<file path="src/hw/rtl/tqsu_pkg.sv">
package tqsu_pkg;

  // sizing
  localparam int MAX_TASKS = 16;
  localparam int NUM_SEMS  = 8;
  localparam int ID_W      = 5;
  localparam int IDX_W     = $clog2(MAX_TASKS);
  localparam int SEM_W     = 3;
  localparam int CNT_W     = 8;
  localparam int ENTRY_W   = 32;

  // actions
  localparam logic [1:0] ACT_CREATE = 2'd0;
  localparam logic [1:0] ACT_START  = 2'd1;
  localparam logic [1:0] ACT_P      = 2'd2;
  localparam logic [1:0] ACT_V      = 2'd3;

  // result status codes
  localparam logic [1:0] STATUS_OK     = 2'd0;
  localparam logic [1:0] STATUS_NOSLOT = 2'd1;
  localparam logic [1:0] STATUS_HALT   = 2'd2;
  localparam logic [1:0] STATUS_NOWAIT = 2'd3;

  // datapath commands
  localparam logic [3:0] CMD_NOP      = 4'd0;
  localparam logic [3:0] CMD_LATCH    = 4'd1;
  localparam logic [3:0] CMD_CLAIM    = 4'd2;
  localparam logic [3:0] CMD_COUNT    = 4'd3;
  localparam logic [3:0] CMD_NEW_RUN  = 4'd4;
  localparam logic [3:0] CMD_HEAD     = 4'd5;
  localparam logic [3:0] CMD_WALK     = 4'd6;
  localparam logic [3:0] CMD_TAIL     = 4'd7;
  localparam logic [3:0] CMD_CLEAR    = 4'd8;
  localparam logic [3:0] CMD_POP_ADDR = 4'd9;
  localparam logic [3:0] CMD_POP_RUN  = 4'd10;
  localparam logic [3:0] CMD_POP_WAKE = 4'd11;
  localparam logic [3:0] CMD_FINISH   = 4'd12;

  typedef struct packed {
    logic [1:0]         action;
    logic [SEM_W-1:0]   sem_index;
    logic [ENTRY_W-1:0] task_entry;
  } in_item_t;

  typedef struct packed {
    logic [ID_W-1:0] task_id;
    logic            switched;
    logic [1:0]      status;
  } out_item_t;

  typedef struct packed {
    logic [3:0] op;
    logic       sel_wait;
    logic [1:0] res_status;
  } cmd_t;

  typedef struct packed {
    logic [1:0] action;
    logic       sem_ok;
    logic       free_none;
    logic       cnt_neg;
    logic       cnt_nonpos;
    logic       run_zero;
    logic       head_zero;
    logic       walk_more;
    logic       ptr_zero;
    logic       out_busy;
  } dp_status_t;

endpackage

</file>
<file path="src/hw/rtl/task_queue_semaphore_unit_top.sv">
// Task and counting-semaphore manager. Each request (create, start, P, V)
// returns exactly one result: the created or running task id, a switched
// flag and a status code. Requests are handled one at a time. The longest
// are a blocking P and a V that wakes a task into a long ready queue, because
// appending to a ready or wait queue walks the linked list to its tail one
// link per cycle through the single read port of the link table. A finished
// result sits in an output register while the next request is accepted; a
// request whose result finds that register still held waits until it drains.
module task_queue_semaphore_unit_top (
  input  logic                clk,
  input  logic                rst,
  input  logic                in_valid,
  output logic                in_ready,
  input  tqsu_pkg::in_item_t  in_data,
  output logic                out_valid,
  input  logic                out_ready,
  output tqsu_pkg::out_item_t out_data
);

  tqsu_pkg::cmd_t       cmd;
  tqsu_pkg::dp_status_t st;

  // sequencer
  tqsu_ctrl u_ctrl (
    .clk      (clk),
    .rst      (rst),
    .in_valid (in_valid),
    .in_ready (in_ready),
    .st       (st),
    .cmd      (cmd)
  );

  // queues, semaphores and result register
  tqsu_datapath u_dp (
    .clk       (clk),
    .rst       (rst),
    .in_data   (in_data),
    .out_valid (out_valid),
    .out_ready (out_ready),
    .out_data  (out_data),
    .cmd       (cmd),
    .st        (st)
  );

endmodule

</file>
<file path="src/hw/rtl/tqsu_ctrl.sv">
module tqsu_ctrl (
  input  logic                clk,
  input  logic                rst,
  input  logic                in_valid,
  output logic                in_ready,
  input  tqsu_pkg::dp_status_t st,
  output tqsu_pkg::cmd_t      cmd
);

  localparam logic [3:0] S_IDLE  = 4'd0;
  localparam logic [3:0] S_DISP  = 4'd1;
  localparam logic [3:0] S_CHECK = 4'd2;
  localparam logic [3:0] S_APP   = 4'd3;
  localparam logic [3:0] S_WALK  = 4'd4;
  localparam logic [3:0] S_CLR   = 4'd5;
  localparam logic [3:0] S_POPA  = 4'd6;
  localparam logic [3:0] S_POPD  = 4'd7;
  localparam logic [3:0] S_FIN   = 4'd8;

  logic [3:0] state, state_next;
  logic       qwait, qwait_next;
  logic       app_pop, app_pop_next;
  logic       pop_wake, pop_wake_next;
  logic [1:0] res_st, res_st_next;

  assign in_ready = (state == S_IDLE);

  // state and sequencing registers
  always_ff @(posedge clk) begin
    if (rst) begin
      state    <= S_IDLE;
      qwait    <= 1'b0;
      app_pop  <= 1'b0;
      pop_wake <= 1'b0;
      res_st   <= tqsu_pkg::STATUS_OK;
    end else begin
      state    <= state_next;
      qwait    <= qwait_next;
      app_pop  <= app_pop_next;
      pop_wake <= pop_wake_next;
      res_st   <= res_st_next;
    end
  end

  // next state and command decode
  always_comb begin
    state_next     = state;
    qwait_next     = qwait;
    app_pop_next   = app_pop;
    pop_wake_next  = pop_wake;
    res_st_next    = res_st;
    cmd.op         = tqsu_pkg::CMD_NOP;
    cmd.sel_wait   = qwait;
    cmd.res_status = res_st;
    case (state)
      S_IDLE: begin
        if (in_valid) begin
          cmd.op      = tqsu_pkg::CMD_LATCH;
          res_st_next = tqsu_pkg::STATUS_OK;
          state_next  = S_DISP;
        end
      end
      S_DISP: begin
        case (st.action)
          tqsu_pkg::ACT_CREATE: begin
            if (st.free_none) begin
              res_st_next = tqsu_pkg::STATUS_NOSLOT;
              state_next  = S_FIN;
            end else begin
              cmd.op       = tqsu_pkg::CMD_CLAIM;
              qwait_next   = 1'b0;
              app_pop_next = 1'b0;
              state_next   = S_APP;
            end
          end
          tqsu_pkg::ACT_START: begin
            qwait_next    = 1'b0;
            pop_wake_next = 1'b0;
            state_next    = S_POPA;
          end
          default: begin
            if (!st.sem_ok) begin
              state_next = S_FIN;
            end else begin
              cmd.op     = tqsu_pkg::CMD_COUNT;
              state_next = S_CHECK;
            end
          end
        endcase
      end
      S_CHECK: begin
        if (st.action == tqsu_pkg::ACT_P) begin
          if (!st.cnt_neg) begin
            state_next = S_FIN;
          end else if (st.run_zero) begin
            res_st_next = tqsu_pkg::STATUS_HALT;
            state_next  = S_FIN;
          end else begin
            cmd.op       = tqsu_pkg::CMD_NEW_RUN;
            qwait_next   = 1'b1;
            app_pop_next = 1'b1;
            state_next   = S_APP;
          end
        end else begin
          if (!st.cnt_nonpos) begin
            state_next = S_FIN;
          end else begin
            qwait_next    = 1'b1;
            pop_wake_next = 1'b1;
            state_next    = S_POPA;
          end
        end
      end
      S_APP: begin
        cmd.op     = tqsu_pkg::CMD_HEAD;
        state_next = st.head_zero ? S_CLR : S_WALK;
      end
      S_WALK: begin
        if (st.walk_more) begin
          cmd.op = tqsu_pkg::CMD_WALK;
        end else begin
          cmd.op     = tqsu_pkg::CMD_TAIL;
          state_next = S_CLR;
        end
      end
      S_CLR: begin
        cmd.op = tqsu_pkg::CMD_CLEAR;
        if (app_pop) begin
          qwait_next    = 1'b0;
          pop_wake_next = 1'b0;
          state_next    = S_POPA;
        end else begin
          state_next = S_FIN;
        end
      end
      S_POPA: begin
        cmd.op     = tqsu_pkg::CMD_POP_ADDR;
        state_next = S_POPD;
      end
      S_POPD: begin
        if (pop_wake) begin
          cmd.op = tqsu_pkg::CMD_POP_WAKE;
          if (st.ptr_zero) begin
            res_st_next = tqsu_pkg::STATUS_NOWAIT;
            state_next  = S_FIN;
          end else begin
            qwait_next   = 1'b0;
            app_pop_next = 1'b0;
            state_next   = S_APP;
          end
        end else begin
          cmd.op = tqsu_pkg::CMD_POP_RUN;
          if (st.ptr_zero) begin
            res_st_next = tqsu_pkg::STATUS_HALT;
          end
          state_next = S_FIN;
        end
      end
      S_FIN: begin
        if (!st.out_busy) begin
          cmd.op     = tqsu_pkg::CMD_FINISH;
          state_next = S_IDLE;
        end
      end
      default: begin
        state_next = S_IDLE;
      end
    endcase
  end

endmodule

</file>
<file path="src/hw/rtl/tqsu_datapath.sv">
module tqsu_datapath (
  input  logic                 clk,
  input  logic                 rst,
  input  tqsu_pkg::in_item_t   in_data,
  output logic                 out_valid,
  input  logic                 out_ready,
  output tqsu_pkg::out_item_t  out_data,
  input  tqsu_pkg::cmd_t       cmd,
  output tqsu_pkg::dp_status_t st
);

  logic [tqsu_pkg::MAX_TASKS-1:0] used;
  logic [tqsu_pkg::ID_W-1:0]      link_next [tqsu_pkg::MAX_TASKS];
  logic [tqsu_pkg::ENTRY_W-1:0]   slot_entry [tqsu_pkg::MAX_TASKS];
  logic [tqsu_pkg::ID_W-1:0]      ready_head;
  logic [tqsu_pkg::ID_W-1:0]      sem_wait_head [tqsu_pkg::NUM_SEMS];
  logic signed [tqsu_pkg::CNT_W-1:0] sem_count [tqsu_pkg::NUM_SEMS];
  logic [tqsu_pkg::ID_W-1:0]      running_task;

  logic [1:0]                     lat_action;
  logic [tqsu_pkg::SEM_W-1:0]     lat_sem;
  logic [tqsu_pkg::ENTRY_W-1:0]   lat_entry;
  logic [tqsu_pkg::ID_W-1:0]      old_run;
  logic [tqsu_pkg::ID_W-1:0]      new_id;
  logic [tqsu_pkg::ID_W-1:0]      ptr;
  logic [tqsu_pkg::ID_W-1:0]      steps;

  logic [tqsu_pkg::ID_W-1:0]      free_id;
  logic                           free_none;
  logic [tqsu_pkg::ID_W-1:0]      head_sel;
  logic [tqsu_pkg::ID_W-1:0]      link_rd;
  logic signed [tqsu_pkg::CNT_W-1:0] cnt_cur;
  logic signed [tqsu_pkg::CNT_W-1:0] cnt_new;
  logic                           sem_ok;
  logic [tqsu_pkg::ID_W-1:0]      res_tid;
  logic                           res_sw;

  // lowest free slot
  always_comb begin
    free_id = '0;
    for (int i = tqsu_pkg::MAX_TASKS - 1; i >= 0; i--) begin
      if (!used[i]) begin
        free_id = tqsu_pkg::ID_W'(i + 1);
      end
    end
  end
  assign free_none = &used;

  // queue head and link read port
  assign head_sel = cmd.sel_wait ? sem_wait_head[lat_sem] : ready_head;
  assign link_rd  = link_next[tqsu_pkg::IDX_W'(ptr - 1'b1)];

  // saturating count update
  assign sem_ok  = (32'(lat_sem) < 32'(tqsu_pkg::NUM_SEMS));
  assign cnt_cur = sem_count[lat_sem];
  always_comb begin
    cnt_new = cnt_cur;
    if (lat_action == tqsu_pkg::ACT_P) begin
      if (cnt_cur != {1'b1, {(tqsu_pkg::CNT_W-1){1'b0}}}) begin
        cnt_new = cnt_cur - tqsu_pkg::CNT_W'(1);
      end
    end else begin
      if (cnt_cur != {1'b0, {(tqsu_pkg::CNT_W-1){1'b1}}}) begin
        cnt_new = cnt_cur + tqsu_pkg::CNT_W'(1);
      end
    end
  end

  // result fields
  always_comb begin
    if (lat_action == tqsu_pkg::ACT_CREATE) begin
      res_tid = (cmd.res_status == tqsu_pkg::STATUS_NOSLOT) ? '0 : new_id;
    end else begin
      res_tid = running_task;
    end
    res_sw = ((lat_action == tqsu_pkg::ACT_START) || (lat_action == tqsu_pkg::ACT_P))
             && (running_task != old_run);
  end

  // status to controller
  always_comb begin
    st.action     = lat_action;
    st.sem_ok     = sem_ok;
    st.free_none  = free_none;
    st.cnt_neg    = cnt_cur < 0;
    st.cnt_nonpos = cnt_cur <= 0;
    st.run_zero   = (running_task == '0);
    st.head_zero  = (head_sel == '0);
    st.walk_more  = (link_rd != '0) && (32'(steps) < 32'(tqsu_pkg::MAX_TASKS));
    st.ptr_zero   = (ptr == '0);
    st.out_busy   = out_valid && !out_ready;
  end

  // scheduler state
  always_ff @(posedge clk) begin
    if (rst) begin
      used         <= '0;
      ready_head   <= '0;
      running_task <= '0;
      out_valid    <= 1'b0;
      for (int i = 0; i < tqsu_pkg::MAX_TASKS; i++) begin
        link_next[i] <= '0;
      end
      for (int s = 0; s < tqsu_pkg::NUM_SEMS; s++) begin
        sem_wait_head[s] <= '0;
        sem_count[s]     <= tqsu_pkg::CNT_W'(1);
      end
    end else begin
      // a new result takes the place of one leaving in the same cycle
      if (cmd.op == tqsu_pkg::CMD_FINISH) begin
        out_valid <= 1'b1;
      end else if (out_valid && out_ready) begin
        out_valid <= 1'b0;
      end
      case (cmd.op)
        tqsu_pkg::CMD_CLAIM: begin
          used[tqsu_pkg::IDX_W'(free_id - 1'b1)] <= 1'b1;
        end
        tqsu_pkg::CMD_COUNT: begin
          sem_count[lat_sem] <= cnt_new;
        end
        tqsu_pkg::CMD_HEAD: begin
          if (head_sel == '0) begin
            if (cmd.sel_wait) begin
              sem_wait_head[lat_sem] <= new_id;
            end else begin
              ready_head <= new_id;
            end
          end
        end
        tqsu_pkg::CMD_TAIL: begin
          link_next[tqsu_pkg::IDX_W'(ptr - 1'b1)] <= new_id;
        end
        tqsu_pkg::CMD_CLEAR: begin
          link_next[tqsu_pkg::IDX_W'(new_id - 1'b1)] <= '0;
        end
        tqsu_pkg::CMD_POP_RUN, tqsu_pkg::CMD_POP_WAKE: begin
          if (ptr != '0) begin
            if (cmd.sel_wait) begin
              sem_wait_head[lat_sem] <= link_rd;
            end else begin
              ready_head <= link_rd;
            end
          end
          if (cmd.op == tqsu_pkg::CMD_POP_RUN) begin
            running_task <= ptr;
          end
        end
        default: begin
        end
      endcase
    end
  end

  // item and walk registers
  always_ff @(posedge clk) begin
    case (cmd.op)
      tqsu_pkg::CMD_LATCH: begin
        lat_action <= in_data.action;
        lat_sem    <= in_data.sem_index;
        lat_entry  <= in_data.task_entry;
        old_run    <= running_task;
      end
      tqsu_pkg::CMD_CLAIM: begin
        new_id <= free_id;
      end
      tqsu_pkg::CMD_NEW_RUN: begin
        new_id <= running_task;
      end
      tqsu_pkg::CMD_HEAD: begin
        ptr   <= head_sel;
        steps <= '0;
      end
      tqsu_pkg::CMD_WALK: begin
        ptr   <= link_rd;
        steps <= steps + 1'b1;
      end
      tqsu_pkg::CMD_POP_ADDR: begin
        ptr <= head_sel;
      end
      tqsu_pkg::CMD_POP_WAKE: begin
        new_id <= ptr;
      end
      tqsu_pkg::CMD_FINISH: begin
        out_data.task_id  <= res_tid;
        out_data.switched <= res_sw;
        out_data.status   <= cmd.res_status;
      end
      default: begin
      end
    endcase
  end

  // entry word store
  always_ff @(posedge clk) begin
    if (cmd.op == tqsu_pkg::CMD_CLAIM) begin
      slot_entry[tqsu_pkg::IDX_W'(free_id - 1'b1)] <= lat_entry;
    end
  end

endmodule

</file>
<file path="config.mk">
export PLATFORM = sky130hd
export DESIGN_NAME = task_queue_semaphore_unit_top
export DESIGN_NICKNAME = d
export VERILOG_FILES = /design/src/hw/rtl/tqsu_pkg.sv /design/src/hw/rtl/task_queue_semaphore_unit_top.sv /design/src/hw/rtl/tqsu_ctrl.sv /design/src/hw/rtl/tqsu_datapath.sv
export SDC_FILE = /design/constraint.sdc
export NUM_CORES = 1
export LEC_CHECK = 0
export ABC_AREA = 1
export BUFFER_PORTS_ARGS = -buffer_cell sky130_fd_sc_hd__buf_4
export CORE_ASPECT_RATIO = 1.4
export CORE_MARGIN = 8
export CORE_UTILIZATION = 50
export DETAILED_ROUTE_END_ITERATION = 16
export GPL_ROUTABILITY_DRIVEN = 0
export MAX_ROUTING_LAYER = met4
export PLACE_DENSITY = 0.67
export SYNTH_ARGS = -nofsm -noshare
export SYNTH_HDL_FRONTEND = slang
export SYNTH_HIERARCHICAL = 1
export SYNTH_SLANG_ARGS = --single-unit
export TNS_END_PERCENT = 5
</file>
<file path="constraint.sdc">
create_clock -name clk -period 7.8 [get_ports clk]
set_input_delay 0.39 -clock clk [delete_from_list [all_inputs] [get_ports clk]]
set_output_delay 0.39 -clock clk [all_outputs]
set_load 0.03 [all_outputs]
</file>
# --- Word-level counts from Yosys, hierarchy flattened ---
# Memory sizes are Yosys's and may differ from the RTL's. A register that Yosys moved wholly into a read port is not among the register bits.
# Cells that the tools add are included.
word_totals:
  ff_bits: 69
  latchBits: 0
  ram_bits: 184
  mem_bits_ro: 0
  in_bits: 41
  output_inout_bits: 10
  word_cells: 242
  mem_count: 3
classes:
  addsub: 6
  mul: 0
  div: 0
  n_lt_le_gt_ge: 5
  eq_ne: 52
  n_shift: 0
  n_mux: 119
  bitwise_logic: 2
  n_reduce_logical: 37
memory_table:
  columns: ["name", "depth", "word_bits", "rd", "rd_ports_with_merged_regs", "wr", "line_no", "rtl"]
  rows:
  - ["u_dp.link_next", 16, 5, 1, 0, 16, "tqsu_datapath.sv:13", "logic [tqsu_pkg::ID_W-1:0] link_next [tqsu_pkg::MAX_TASKS];"]
  - ["u_dp.sem_count", 8, 8, 1, 1, 8, "tqsu_datapath.sv:17", "logic signed [tqsu_pkg::CNT_W-1:0] sem_count [tqsu_pkg::NUM_SEMS];"]
  - ["u_dp.sem_wait_head", 8, 5, 1, 1, 8, "tqsu_datapath.sv:16", "logic [tqsu_pkg::ID_W-1:0] sem_wait_head [tqsu_pkg::NUM_SEMS];"]
ops:
  columns: ["op", "n"]
  rows:
  - ["$mux 5", 27]
  - ["$pmux 4 s9", 2]
  - ["$mux 4", 16]
  - ["$mux 1", 43]
  - ["$eq 4x3->1 const B", 8]
  - ["$mux 8", 4]
  - ["$pmux 5 s2", 3]
  - ["$eq 4x4->1 const B", 6]
  - ["$ne 2x2->1 const B", 12]
  - ["$mux 2", 10]
  - ["$ne 2x1->1 const B", 9]
  - ["$eq 4x2->1 const B", 4]
  - ["$or 16x16->16", 1]
  - ["$pmux 4 s2", 2]
  - ["$reduce_and 16->1", 1]
  - ["$reduce_and 8->1", 2]
  - ["$logic_not 5->1", 3]
  - ["$mux 3", 5]
  - ["$pmux 5 s3", 1]
  - ["$reduce_or 5->1", 3]
  - ["$sub 4x1->4 const B", 3]
  - ["$reduce_and 5->1", 2]
  - ["$reduce_bool 5->1", 2]
  - ["$reduce_and 9->1", 1]
  - ["other kinds (35)", 51]

# --- Longest topological paths before layout ---
depth:
  depth_word: 22
  ltp_mapped: 25
  mapped_depth_nobuf: 21

# --- Cells and area by module ---
# The synthesis kept the hierarchy.
by_module_without_submodules:
  columns: ["module", "instances", "cells_each", "area_each_um2", "seq_area_each_um2"]
  rows:
  - ["tqsu_datapath", 1, 1281, 12146.6, 7116.8]
  - ["tqsu_ctrl", 1, 160, 895.9, 180.2]

# --- Worst setup path after synthesis ---
# Ideal clock, no wire load.
synth_timing:
  kind: "register to register"
  from: "register u_dp/ptr[0] in the netlist's numbering"
  to: "memory u_dp/link_next[1][0] in the netlist's numbering, enable pin"
  setup_time_ns: 0.313
  t_arrival_ns: 3.851
  t_required_ns: 7.487
  setup_slack_ns: 3.636
  path_stages_with_launch: 23
  n_path_buf: 3
  synth_period_minus_slack_ns: 4.164
  path_cell_list: "edfxtp_1 -> clkinv_1 -> clkbuf_1 -> ha_1 -> xnor2_1 -> clkinv_1 -> clkbuf_1 -> o211ai_1 -> nand2_1 -> inv_1 -> nand4_1 -> o21ai_0 -> inv_1 -> o2111ai_1 -> nor2_1 -> nand3_1 -> clkbuf_1 -> nand2_1 -> o21ai_0 -> inv_1 -> nor2_1 -> nand2_1 -> nand2_1"
synth_lines:
  columns: ["element", "line_no", "rtl"]
  rows:
  - ["start, declared", "tqsu_datapath.sv:25", "logic [tqsu_pkg::ID_W-1:0] ptr;"]
  - ["start signal, assigned", "tqsu_datapath.sv:171", "ptr <= head_sel;"]
  - ["start signal, assigned", "tqsu_datapath.sv:175", "ptr <= link_rd;"]
  - ["start signal, assigned", "tqsu_datapath.sv:179", "ptr <= head_sel;"]
  - ["end, declared", "tqsu_datapath.sv:13", null]

==> impl_metrics.env <==
export IMPL_layout_area_overhead_vs_synth_pct=8.86
export IMPL_holdPathEnd="u_dp/lat_action[1]"
export IMPL_proportion_of_layout_cells_with_a_drive_suffix_above_1=0.100
export IMPL_hold_wc_startpoint="in_data[36]"
export IMPL_instances_no_fill=1782
export IMPL_numPlacedInstances=1737
export IMPL_totalWireLength_mm=31.8
export IMPL_worstMarginPinSlew_ns=1.14
export IMPL_mostFrequentLayoutCells="320 x nor2_1, 218 x nand2_1, 217 x edfxtp_1"
export IMPL_holdCritPathClass="in -> reg"
export IMPL_synth_top_cell_area_share=0.500
export IMPL_cap_violations=0
export IMPL_final_cell_utilization_of_the_core=0.548
export IMPL_globalRouteTotalUtil=0.203
export IMPL_core_region_area_um2=25900
export IMPL_setup_worst_path_end_class="flip-flop"
export IMPL_synth_seq_cells=256
export IMPL_hpwl_after_dpl_mm=22.3
export IMPL_syn_avg_cell_area_um2=9.05
export IMPL_drcViolationCount=0
export IMPL_cts_tree="built"
export IMPL_placement_cell_area_um2=13300
export IMPL_clock_latency_ns=0.52
export IMPL_first_global_vias=9944
export IMPL_worstSetupPathType="reg -> reg"
export IMPL_die_w_um=153
export IMPL_dieArea_um2=31600
export IMPL_totalPowerFinal_mw=5.43
export IMPL_mostFrequentLayoutCell="nor2_1"
export IMPL_postCtsHoldBufs=0
export IMPL_n_fill_cell=2342
export IMPL_synth_area_leaders="edfxtp_1 50%, nor2_1 9.2%, nand2_1 6.3%"
export IMPL_timing_clock_skew_ns=0.0105
export IMPL_post_cts_buffers=0
export IMPL_gate_count_after_technology_mapping=1441
export IMPL_start_kind="flip-flop"
export IMPL_critical_path_peak_fanout=42
export IMPL_placement_rows=70
export IMPL_drt_first_pass_iters=5
export IMPL_grt_max_degree=54
export IMPL_report_final_slew_viol_count=0
export IMPL_ff2ff_path_depth=21
export IMPL_power_density_nw_per_um2=383
export IMPL_timing_rr_end="u_dp/link_next[15][4]"
export IMPL_portBuffers=18
export IMPL_period_share=0.782
export IMPL_clock_sinks=256
export IMPL_synth_edff_count=217
export IMPL_cp_data_arrival_time_ns=6.30
export IMPL_synth_fp_nets=1491
export IMPL_crit_reg2reg_launch="u_dp/ptr[0]"
export IMPL_detail_route_vias_per_cell=5.60
export IMPL_setup_total_negative_slack_ns=0
export IMPL_number_of_clock_buffers_inserted_by_tritoncts=25
export IMPL_synth_yosys_seq_area_share=0.559
export IMPL_die_height_um=207
export IMPL_n_antenna_cell=0
export IMPL_hold_violations=0
export IMPL_timing_slew_headroom=0.229
export IMPL_post_route_cell_area_um2=14200
export IMPL_num_vias=9984
export IMPL_synth_cell_area_um2=13000
export IMPL_detailedPlace_worstSlack_ns=1.89
export IMPL_fmax_mhz=164
export IMPL_ctsLongestPathBuffers=3
export IMPL_root_buffer="clkbuf_16"
export IMPL_status="finished clean"
export IMPL_power_static_leakage_nw=5.61
export IMPL_regArea_um2=7300
export IMPL_worst_hold_path_num_cells=1
export IMPL_avgRoutedWirePerCell_um=17.8
export IMPL_yosys_cell_types_count=55
export IMPL_numnets_final=1490
export IMPL_grt_antenna_before_repair=0
export IMPL_htree_num_levels=1
export IMPL_floorplan_initialDensity=0.503
export IMPL_post_route_min_period_ns=6.10
export IMPL_irDropWorstVdd_v=0.000219
export IMPL_synth_warnings=6
export IMPL_multi_input_area_um2=4900
export IMPL_wire_length_of_the_first_global_routing_pass_mm=50.6
export IMPL_total_gr_overflow=0
export IMPL_rsz0062_at_grt="no"
export IMPL_dr_first_iter_drc_count=697
export IMPL_design_portCount=51
export IMPL_detail_route_antenna_nets=0
export IMPL_yosysTopAreaCell="edfxtp_1"
export IMPL_ff2ff_setup_slack_ns=1.70
export IMPL_post_layout_worst_setup_margin_ns=1.70
export IMPL_postSynth_topFlopCell="edfxtp_1"
export IMPL_final_setup_viol_count=0
export IMPL_cts_clk_slew_worst_paths_ns=0.06
export IMPL_resize_count_post_cts=0
export IMPL_required_ns=8.01
export IMPL_fin_hold_ws_ns=0.0427
export IMPL_synth_async_sr_flop_share=0
[flip-flops by register name (all words and copies together) (netlist names), 3 cells and up, named ones only]
name and flops:
u_dp/lat_sem 3, u_dp/out_data 8, u_dp/used 16, u_dp/old_run 5
u_dp/link_next 80, u_dp/ptr 5, u_dp/steps 5, u_dp/ready_head 5
u_dp/running_task 5, u_dp/sem_wait_head 40, u_ctrl/state 4, u_dp/sem_count 64
u_dp/new_id 5
[routing by layer]
layer,share of wire,vias up,track usage
met1,0.38,4728,0.211
met5,0,-,-
met3,0.052,70,0.0210
li1,-,4889,-
met2,0.54,297,0.385
met4,0.034,0,0.0797
[area by class of cell]
cell class	count	share of cell area
Multi-Input combinational cell	988	0.345
Inverter	144	0.0384
Clock inverter	6	0.00441
Clock buffer	39	0.0564
Tap cell	324	0.0286
Timing Repair Buffer	25	0.0132
Sequential cell	256	0.514
[power breakdown]
group	internal, mW	switching, mW
Combinational	0.633	1.76
Sequential	1.67	0.135
Clock	0.738	0.499
Total	3.04	2.39
[logic make-up after synthesis]
kind of cell,share of synthesized area
adder cells (fa/ha/maj),0.00863
flip-flops,0.559
other,0.000288
XOR/XNOR,0.0114
AO/OA/AOI/OAI,0.132
AND/OR/NAND/NOR,0.224
buffers and inverters,0.0648
[cells in the mapped netlist, types with 2 or more instances]
library cell,n
nor2_1,320
nand2_1,218
edfxtp_1,217
inv_1,123
o21ai_0,116
a21oi_1,62
nand3_1,55
dfxtp_1,39
clkbuf_1,27
o211ai_1,22
o21ai_1,21
o22ai_1,20
nand4_1,18
nor3_1,17
o221ai_1,17
inv_2,15
o21ai_2,13
xor2_1,13
nor2_2,11
ha_1,9
nand2_4,9
buf_4,8
buf_2,7
buf_6,6
nor2_4,5
nand2_2,4
nand3_2,4
nor4_1,4
o21ai_4,4
xnor2_1,4
buf_1,3
clkinv_1,3
nor3_2,3
and2_4,2
clkinv_2,2
[how the worst max path moves through the flow]
stage,startpoint,endpoint,slack [ns],depth (start not counted)
floorplan,u_dp/ptr[0],u_dp/link_next[1][0],3.64,22
detailed placement,u_dp/ptr[0],u_dp/link_next[9][4],1.89,21
CTS,u_dp/ptr[0],u_dp/link_next[9][1],1.83,21
finish,u_dp/ptr[0],u_dp/link_next[15][4],1.70,21
global route,u_dp/ptr[0],u_dp/link_next[15][4],1.32,21
global placement,u_dp/ptr[0],u_dp/link_next[11][0],1.99,21
[critical path, cell delays in order (launching register included)]
cell,delay [ns]
edfxtp_1,0.33
buf_4,0.35
clkinv_1,0.28
buf_4,0.33
ha_1,0.26
xnor2_1,0.28
clkinv_1,0.50
o211ai_1,0.47
nand2_1,0.14
inv_1,0.11
nand4_1,0.09
o21ai_0,0.31
inv_1,0.11
o2111ai_1,0.34
nor2_1,0.11
nand3_1,0.35
nand2_1,0.08
o21ai_0,0.15
inv_1,0.10
nor2_1,0.54
nand2_1,0.27
nand2_1,0.25
(Power assumes the default switching activity.)
